**src/rtl/msel_pkg.sv**
```systemverilog
// Shared types, constants and helper functions for the max-overlap rectangle selector.
// No dependencies; every other file in rtl/ imports this package.
`timescale 1ns / 1ps

package msel_pkg;

  localparam int MAX_CANDIDATES = 1024;
  localparam int POS_W   = $clog2(MAX_CANDIDATES + 1);
  localparam int BPOS_W  = $clog2(MAX_CANDIDATES);
  localparam int COORD_W = 32;
  localparam int SPAN_W  = 31;
  localparam int AREA_W  = 2 * SPAN_W;
  localparam int KEY_W   = AREA_W + 2;
  localparam int IDX_W   = 10;
  localparam int STAT_W  = 2;

  localparam int Q_DEPTH = 4;
  localparam int Q_AW    = $clog2(Q_DEPTH);
  localparam int Q_CW    = $clog2(Q_DEPTH + 1);

  localparam int DATA_W  = 32;
  localparam int ADDR_W  = 4;

  typedef enum logic [1:0] {
    REG_LEFT   = 2'd0,
    REG_TOP    = 2'd1,
    REG_RIGHT  = 2'd2,
    REG_BOTTOM = 2'd3
  } reg_idx_t;

  typedef enum logic [STAT_W-1:0] {
    ST_NONE  = 2'd0,
    ST_SEL   = 2'd1,
    ST_AMBIG = 2'd2
  } sel_status_t;

  typedef struct packed {
    logic [COORD_W-1:0] cand_left;
    logic [COORD_W-1:0] cand_top;
    logic [COORD_W-1:0] cand_right;
    logic [COORD_W-1:0] cand_bottom;
    logic               widget_flag;
    logic               ownerless_flag;
    logic               last_candidate;
  } in_word_t;

  typedef struct packed {
    logic [STAT_W-1:0] select_status;
    logic [IDX_W-1:0]  best_index;
  } out_word_t;

  typedef struct packed {
    logic [COORD_W-1:0] left;
    logic [COORD_W-1:0] top;
    logic [COORD_W-1:0] right;
    logic [COORD_W-1:0] bottom;
  } rect_t;

  // classified candidate passed from front to back
  typedef struct packed {
    logic              rank_en;
    logic [SPAN_W-1:0] ov_w;
    logic [SPAN_W-1:0] ov_h;
    logic              widget;
    logic              ownerless;
    logic [BPOS_W-1:0] pos;
    logic              last;
  } entry_t;

  // hi - lo in (0, 2^31-1]
  function automatic logic span_ok(input logic [COORD_W-1:0] lo,
                                   input logic [COORD_W-1:0] hi);
    logic [COORD_W:0] d;
    d = {hi[COORD_W-1], hi} - {lo[COORD_W-1], lo};
    return !d[COORD_W] && !d[COORD_W-1] && (|d[SPAN_W-1:0]);
  endfunction

  function automatic logic rect_ok(input rect_t r);
    return span_ok(r.left, r.right) && span_ok(r.top, r.bottom);
  endfunction

  // overlap extent of [cl,ch) and [tl,th), zero when empty
  function automatic logic [SPAN_W-1:0] ov_span(input logic [COORD_W-1:0] cl,
                                                input logic [COORD_W-1:0] ch,
                                                input logic [COORD_W-1:0] tl,
                                                input logic [COORD_W-1:0] th);
    logic [COORD_W-1:0] lo;
    logic [COORD_W-1:0] hi;
    logic [COORD_W:0]   d;
    lo = ($signed(cl) > $signed(tl)) ? cl : tl;
    hi = ($signed(ch) < $signed(th)) ? ch : th;
    d  = {hi[COORD_W-1], hi} - {lo[COORD_W-1], lo};
    if (d[COORD_W] || !(|d[COORD_W-1:0])) begin
      return '0;
    end
    return d[SPAN_W-1:0];
  endfunction

endpackage

```
**src/rtl/msel_front.sv**
```systemverilog
// Front end: accepts candidate words, checks validity, clips against the target
// and tracks list position. Depends on msel_pkg.
`timescale 1ns / 1ps

module msel_front (
  input  logic              clk,
  input  logic              rst_n,
  input  logic              in_push,
  output logic              in_full,
  input  msel_pkg::in_word_t in_word,
  input  msel_pkg::rect_t   target,
  output logic              q_push,
  output msel_pkg::entry_t  q_din,
  input  logic              q_full
);
  import msel_pkg::*;

  logic [POS_W-1:0] item_pos_r;
  logic [POS_W-1:0] item_pos_nxt;
  logic             in_range;
  rect_t            cand;

  assign in_full  = q_full;
  assign q_push   = in_push && !q_full;
  assign in_range = item_pos_r < POS_W'(MAX_CANDIDATES);

  always_comb begin
    cand.left   = in_word.cand_left;
    cand.top    = in_word.cand_top;
    cand.right  = in_word.cand_right;
    cand.bottom = in_word.cand_bottom;

    q_din.rank_en   = in_range && rect_ok(target) && rect_ok(cand);
    q_din.ov_w      = ov_span(cand.left, cand.right, target.left, target.right);
    q_din.ov_h      = ov_span(cand.top, cand.bottom, target.top, target.bottom);
    q_din.widget    = in_word.widget_flag;
    q_din.ownerless = in_word.ownerless_flag;
    q_din.pos       = item_pos_r[BPOS_W-1:0];
    q_din.last      = in_word.last_candidate;
  end

  always_comb begin
    item_pos_nxt = item_pos_r;
    if (q_push) begin
      if (in_word.last_candidate) begin
        item_pos_nxt = '0;
      end else if (in_range) begin
        item_pos_nxt = item_pos_r + POS_W'(1);
      end
    end
  end

  always_ff @(posedge clk) begin
    if (!rst_n) begin
      item_pos_r <= '0;
    end else begin
      item_pos_r <= item_pos_nxt;
    end
  end

endmodule

```
**src/rtl/msel_queue.sv**
```systemverilog
// Short queue of classified candidates between front and back.
// Depends on msel_pkg.
`timescale 1ns / 1ps

module msel_queue (
  input  logic             clk,
  input  logic             rst_n,
  input  logic             push,
  input  msel_pkg::entry_t din,
  output logic             full,
  input  logic             pop,
  output msel_pkg::entry_t dout,
  output logic             valid
);
  import msel_pkg::*;

  entry_t          slot_r [Q_DEPTH];
  logic [Q_AW-1:0] wr_ptr_r;
  logic [Q_AW-1:0] wr_ptr_nxt;
  logic [Q_AW-1:0] rd_ptr_r;
  logic [Q_AW-1:0] rd_ptr_nxt;
  logic [Q_CW-1:0] cnt_r;
  logic [Q_CW-1:0] cnt_nxt;
  logic            do_push;
  logic            do_pop;

  assign full    = cnt_r == Q_CW'(Q_DEPTH);
  assign valid   = cnt_r != '0;
  assign dout    = slot_r[rd_ptr_r];
  assign do_push = push && !full;
  assign do_pop  = pop && valid;

  always_comb begin
    wr_ptr_nxt = do_push ? wr_ptr_r + Q_AW'(1) : wr_ptr_r;
    rd_ptr_nxt = do_pop ? rd_ptr_r + Q_AW'(1) : rd_ptr_r;
    cnt_nxt    = cnt_r + Q_CW'(do_push) - Q_CW'(do_pop);
  end

  always_ff @(posedge clk) begin
    if (!rst_n) begin
      wr_ptr_r <= '0;
      rd_ptr_r <= '0;
      cnt_r    <= '0;
    end else begin
      wr_ptr_r <= wr_ptr_nxt;
      rd_ptr_r <= rd_ptr_nxt;
      cnt_r    <= cnt_nxt;
    end
  end

  always_ff @(posedge clk) begin
    if (do_push) begin
      slot_r[wr_ptr_r] <= din;
    end
  end

endmodule

```
**src/rtl/msel_back.sv**
```systemverilog
// Back end: area multiply stage, rank compare against the kept best, and the
// result queue. Depends on msel_pkg.
`timescale 1ns / 1ps

module msel_back (
  input  logic               clk,
  input  logic               rst_n,
  input  msel_pkg::entry_t   q_dout,
  input  logic               q_valid,
  output logic               q_pop,
  output logic               out_empty,
  input  logic               out_pop,
  output msel_pkg::out_word_t out_word
);
  import msel_pkg::*;

  // multiply stage
  logic              s1_v_r;
  logic              s1_rank_r;
  logic [AREA_W-1:0] s1_area_r;
  logic              s1_widget_r;
  logic              s1_own_r;
  logic [BPOS_W-1:0] s1_pos_r;
  logic              s1_last_r;

  // kept best
  logic              seen_r;
  logic              seen_nxt;
  logic              tie_r;
  logic              tie_nxt;
  logic [KEY_W-1:0]  best_key_r;
  logic [KEY_W-1:0]  best_key_nxt;
  logic [BPOS_W-1:0] best_pos_r;
  logic [BPOS_W-1:0] best_pos_nxt;

  // result queue
  out_word_t         res_r [Q_DEPTH];
  logic [Q_AW-1:0]   res_wr_r;
  logic [Q_AW-1:0]   res_rd_r;
  logic [Q_CW-1:0]   res_cnt_r;
  logic              res_push;
  logic              res_pop;
  out_word_t         res_din;

  logic [KEY_W-1:0]  key;
  logic              upd;
  logic              eq;
  logic              room;

  assign room  = (res_cnt_r + Q_CW'(s1_v_r)) < Q_CW'(Q_DEPTH);
  assign q_pop = q_valid && room;

  always_ff @(posedge clk) begin
    if (!rst_n) begin
      s1_v_r <= 1'b0;
    end else begin
      s1_v_r <= q_pop;
    end
  end

  always_ff @(posedge clk) begin
    if (q_pop) begin
      s1_rank_r   <= q_dout.rank_en;
      s1_area_r   <= AREA_W'(q_dout.ov_w) * AREA_W'(q_dout.ov_h);
      s1_widget_r <= q_dout.widget;
      s1_own_r    <= q_dout.ownerless;
      s1_pos_r    <= q_dout.pos;
      s1_last_r   <= q_dout.last;
    end
  end

  assign key = {s1_area_r, s1_widget_r, s1_own_r};
  assign upd = s1_rank_r && (!seen_r || key > best_key_r);
  assign eq  = s1_rank_r && seen_r && key == best_key_r;

  always_comb begin
    seen_nxt     = seen_r;
    tie_nxt      = tie_r;
    best_key_nxt = best_key_r;
    best_pos_nxt = best_pos_r;
    if (upd) begin
      seen_nxt     = 1'b1;
      tie_nxt      = 1'b0;
      best_key_nxt = key;
      best_pos_nxt = s1_pos_r;
    end else if (eq) begin
      tie_nxt = 1'b1;
    end

    if (!seen_nxt) begin
      res_din.select_status = ST_NONE;
      res_din.best_index    = '0;
    end else begin
      res_din.select_status = tie_nxt ? ST_AMBIG : ST_SEL;
      res_din.best_index    = IDX_W'(best_pos_nxt);
    end
  end

  assign res_push = s1_v_r && s1_last_r;

  always_ff @(posedge clk) begin
    if (!rst_n) begin
      seen_r     <= 1'b0;
      tie_r      <= 1'b0;
      best_key_r <= '0;
      best_pos_r <= '0;
    end else if (s1_v_r) begin
      if (s1_last_r) begin
        seen_r     <= 1'b0;
        tie_r      <= 1'b0;
        best_key_r <= '0;
        best_pos_r <= '0;
      end else begin
        seen_r     <= seen_nxt;
        tie_r      <= tie_nxt;
        best_key_r <= best_key_nxt;
        best_pos_r <= best_pos_nxt;
      end
    end
  end

  assign out_empty = res_cnt_r == '0;
  assign res_pop   = out_pop && !out_empty;
  assign out_word  = res_r[res_rd_r];

  always_ff @(posedge clk) begin
    if (!rst_n) begin
      res_wr_r  <= '0;
      res_rd_r  <= '0;
      res_cnt_r <= '0;
    end else begin
      if (res_push) begin
        res_wr_r <= res_wr_r + Q_AW'(1);
      end
      if (res_pop) begin
        res_rd_r <= res_rd_r + Q_AW'(1);
      end
      res_cnt_r <= res_cnt_r + Q_CW'(res_push) - Q_CW'(res_pop);
    end
  end

  always_ff @(posedge clk) begin
    if (res_push) begin
      res_r[res_wr_r] <= res_din;
    end
  end

endmodule

```
**src/rtl/max_overlap_rect_selector.sv**
```systemverilog
// Top level: target registers on the APB port, front end, candidate queue, back end.
// A result passes through the candidate queue, the multiply stage and the result queue.
// Throughput: one word per cycle; each queue stalls its writer when it has no room.
// Reset: synchronous, active low; clears the target, position and best state.
// Depends on msel_pkg, msel_front, msel_queue, msel_back.
`timescale 1ns / 1ps

module max_overlap_rect_selector (
  input  logic                          clk,
  input  logic                          rst_n,
  input  logic                          in_push,
  output logic                          in_full,
  input  msel_pkg::in_word_t            in_word,
  output logic                          out_empty,
  input  logic                          out_pop,
  output msel_pkg::out_word_t           out_word,
  input  logic                          psel,
  input  logic                          penable,
  input  logic                          pwrite,
  input  logic [msel_pkg::ADDR_W-1:0]   paddr,
  input  logic [msel_pkg::DATA_W-1:0]   pwdata,
  output logic [msel_pkg::DATA_W-1:0]   prdata,
  output logic                          pready
);
  import msel_pkg::*;

  rect_t    target_r;
  reg_idx_t reg_sel;
  logic     wr_en;
  logic     q_push;
  entry_t   q_din;
  logic     q_full;
  logic     q_pop;
  entry_t   q_dout;
  logic     q_valid;

  assign pready  = 1'b1;
  assign reg_sel = reg_idx_t'(paddr[ADDR_W-1:2]);
  assign wr_en   = psel && penable && pwrite && pready;

  always_comb begin
    case (reg_sel)
      REG_LEFT:   prdata = target_r.left;
      REG_TOP:    prdata = target_r.top;
      REG_RIGHT:  prdata = target_r.right;
      REG_BOTTOM: prdata = target_r.bottom;
      default:    prdata = '0;
    endcase
  end

  always_ff @(posedge clk) begin
    if (!rst_n) begin
      target_r <= '0;
    end else if (wr_en) begin
      case (reg_sel)
        REG_LEFT:   target_r.left   <= pwdata;
        REG_TOP:    target_r.top    <= pwdata;
        REG_RIGHT:  target_r.right  <= pwdata;
        REG_BOTTOM: target_r.bottom <= pwdata;
        default:    target_r        <= target_r;
      endcase
    end
  end

  msel_front u_front (
    .clk     (clk),
    .rst_n   (rst_n),
    .in_push (in_push),
    .in_full (in_full),
    .in_word (in_word),
    .target  (target_r),
    .q_push  (q_push),
    .q_din   (q_din),
    .q_full  (q_full)
  );

  msel_queue u_queue (
    .clk   (clk),
    .rst_n (rst_n),
    .push  (q_push),
    .din   (q_din),
    .full  (q_full),
    .pop   (q_pop),
    .dout  (q_dout),
    .valid (q_valid)
  );

  msel_back u_back (
    .clk       (clk),
    .rst_n     (rst_n),
    .q_dout    (q_dout),
    .q_valid   (q_valid),
    .q_pop     (q_pop),
    .out_empty (out_empty),
    .out_pop   (out_pop),
    .out_word  (out_word)
  );

endmodule
```
**config.mk**
```make
export PLATFORM = sky130hd
export DESIGN_NAME = max_overlap_rect_selector
export DESIGN_NICKNAME = d
export VERILOG_FILES = /design/src/rtl/msel_pkg.sv /design/src/rtl/msel_front.sv /design/src/rtl/msel_queue.sv /design/src/rtl/msel_back.sv /design/src/rtl/max_overlap_rect_selector.sv
export SDC_FILE = /design/constraint.sdc
export NUM_CORES = 2
export LEC_CHECK = 0
export BUFFER_PORTS_ARGS = -buffer_cell sky130_fd_sc_hd__buf_2
export CAP_MARGIN = 40
export CORE_MARGIN = 2
export CORE_UTILIZATION = 57
export CTS_CLUSTER_SIZE = 12
export DETAILED_ROUTE_END_ITERATION = 8
export GPL_ROUTABILITY_DRIVEN = 0
export PLACE_DENSITY_LB_ADDON = 0.08
export SLEW_MARGIN = 0
export SYNTH_ARGS = -nofsm -noshare
export SYNTH_HDL_FRONTEND = slang
export SYNTH_HIERARCHICAL = 1
export SYNTH_SLANG_ARGS = --single-unit
```
**constraint.sdc**
```tcl
create_clock -name clk -period 13.9 [get_ports clk]
set_clock_uncertainty 0.2 [all_clocks]
set_input_delay 0.695 -clock clk [delete_from_list [all_inputs] [get_ports clk]]
set_output_delay 0.695 -clock clk [all_outputs]
set_load 0.1 [all_outputs]
```
==> reports/metrics.yaml <==
floorplan:
  dieArea_sq_um: 133000
  ios: 221
  die_x_um: 365
  die_y_um: 365
  num_rows: 132
  initial_core_util_pct: 57.4
  coreArea_sq_um: 129000
logic_synthesis:
  synth_flop_cell: "edfxtp_1"
  ys_types: 101
  synth_nets: 9247
  syn_area_sq_um: 74200
  synthCells: 7578
  yosysTopAreaCell: "fa_1"
  synth_area_per_cell_sq_um: 9.79
  synth_edf_count: 428
  ys_seq_area_share_pct: 23.6
  yosys_warnings: 6
  yosysTopAreaCellShare_pct: 22.8
  synthArstFlopShare_pct: 0
  synth_seq_cells: 662
  synth_area_leaders: "fa_1 (23%), edfxtp_1 (17%), ha_1 (11%)"
worst_hold_path:
  worstHoldStart: "in_word[2]"
  whs_path_depth: 1
  holdPathEnd: "u_queue/slot_r[3][12]"
  hp-class: "in -> reg"
timing:
  tightest_slew_ps: 935
  rsz0062_at_grt: "no"
  finalSetupTns_ps: 0
  hold_viol: 0
  finalMaxSlewViolations: 0
  finalCritPeriodShare_pct: 73.3
  fin_crit_ps: 10190
  final-setup-viol-count: 0
  slew_headroom_pct: 36.0
  fmax_mhz: 98.2
setup_path:
  rrSetupSlack_ps: 3710
  start_kind: "flop"
  cp_common_cell: "fa_1"
  crit_required_ps: 14090
  crit_slowest_cell: "mux4_2"
  slowest_delay_ps: 850
  rr_worst_depth: 28
  cp_max_fo: 44
  regToRegEndpoint: "u_back/s1_area_r[61]"
  arrival_ps: 10380
  critical_path_class: "reg -> reg"
  cp-end-kind: "flop"
global_routing:
  grt_max_degree: 77
  grt_usage_pct: 31.4
  grt_pass1_wl_um: 321000
  grt_antenna_before_repair: 6
  grt_pass1_vias: 56200
  grt-ovfl-total: 0
clock_tree:
  cts-root-buf: "clkbuf_16"
  path_clk_slew_ps: 60
  clockBufferDepth: 3
  holdBufCountCts: 0
  cts_max_level: 3
  clk-insertion-delay-late_ps: 680
  cts.sinks: 662
  cts_tree: "built"
  cts_buffers: 72
  ctsResizeCount: 0
  post_cts_buffers: 0
placed_design:
  io_buffer_count: 217
  dp_hpwl_um: 157000
drt:
  final_antenna_net_count: 0
  vias_per_cell: 5.94
  vias: 55600
  drcViolationCount: 0
  wl_per_cell_um: 22.0
  dr.pass1.iters: 7
  drt-total-wl_um: 206000
  detail_route.iter0.violations: 4355
layout:
  most-common-layout-cells: "inv_1 (1206), fa_1 (845), nand2_1 (836), ha_1 (650), and2_1 (528)"
  syn2layout_area_growth_pct: 6.08
  drive_gt1_share_pct: 8.26
  fin_nets: 9226
  layout_commonest_cell: "inv_1"
outcome:
  status: "finished clean"
flow_run:
  drv_cap: 0
-- through the flow --
step	setup WS (ps)	utilization (%)	instances	hold slack [ps]	area, sq um
2_1_floorplan	5450	-	7578	249	74200
3_3_place_gp	3700	58.9	9213	261	76200
3_5_place_dp	3700	59.1	9224	264	76400
4_1_cts	3690	60.9	9352	10.1	78700
5_1_grt	3200	60.9	9353	44.7	78700
6_report	3710	60.9	9355	62.0	78700
-- how the worst max path moves through the flow --
stage	start	endpoint	slack, ps	depth (start not counted)
finish	flop	u_back/s1_area_r[61]	3710	28
CTS	flop	u_back/s1_area_r[56]	3690	26
global placement	flop	u_back/s1_area_r[56]	3700	26
global route	flop	u_back/s1_area_r[56]	3200	26
floorplan	flop	u_back/s1_area_r[56]	5450	31
detailed placement	flop	u_back/s1_area_r[56]	3700	26
-- synth_stat cells (44+ instances only) --
cell         n
o31ai_1     44
inv_1     1206
mux4_2     121
nor2b_1     69
xnor2_1    100
a211oi_1    53
o21ai_0    171
a21o_1     154
clkbuf_1   284
ha_1       650
fa_1       845
nor2_1     244
nor3_1      75
edfxtp_1   428
o21a_1      46
mux2i_1    188
nand4_1     88
xor2_1      74
and2_1     533
nand2_1    836
a21oi_1    288
dfxtp_1    234
a22o_1      87
mux2_2      65
and3_1      50
nand3_1     94
-- layer usage --
layer / track usage [%] / wire length [um] / up-vias
met5: 0 / 18 / -
met4: 14.1 / 10200 / 4
met3: 4.26 / 13100 / 456
met2: 51.9 / 97500 / 2067
met1: 41.1 / 85000 / 27800
li1: - / - / 25300
-- flip-flops by register name (all words and copies together), names as in the netlist, 3 cells and up, named ones only --
name,count
target_r,128
u_back/best_key_r,64
u_back/best_pos_r,10
u_back/res_cnt_r,3
u_back/res_r,48
u_back/s1_area_r,62
u_back/s1_pos_r,10
u_front/item_pos_r,11
u_queue/cnt_r,3
u_queue/slot_r,304
-- logic make-up (layout without fill, tap and decap cells) --
| logic type | after synthesis | in the layout | synth area share, % |
|---|---|---|---|
| adder cells (fa/ha/maj) | 1495 | 1495 | 33.8 |
| AND/OR/NAND/NOR | 2134 | 2134 | 14.2 |
| other | 1 | 3 | 0.00505 |
| AO/OA/AOI/OAI | 1151 | 1151 | 10.6 |
| multiplexers | 375 | 375 | 7.21 |
| buffers and inverters | 1586 | 1619 | 8.50 |
| XOR/XNOR | 174 | 174 | 2.05 |
| flip-flops | 662 | 662 | 23.6 |
-- critical path, delay by kind of cell (launching register included) --
family / cells / cell delay, ps
AOI/OAI and AO/OA: 6 / 1870
and+or+nand+nor: 4 / 590
muxes: 1 / 850
buffers and inverters: 8 / 1130
DFF: 1 / 680
adders and majority gates: 9 / 4440
-- area by class of cell --
class,instances,area (sq um)
diodes,2,5.00
clock buffers,108,2060
clock inverters,20,218
fillers,11000,50600
inverters,1208,4530
multi-input cells,5330,50500
flip-flops and latches,662,17500
well taps,1742,2180
repair buffers,283,1720
Power is not shown: default switching activity piles up to over one toggle a cycle in this logic, so the estimate is an artifact.
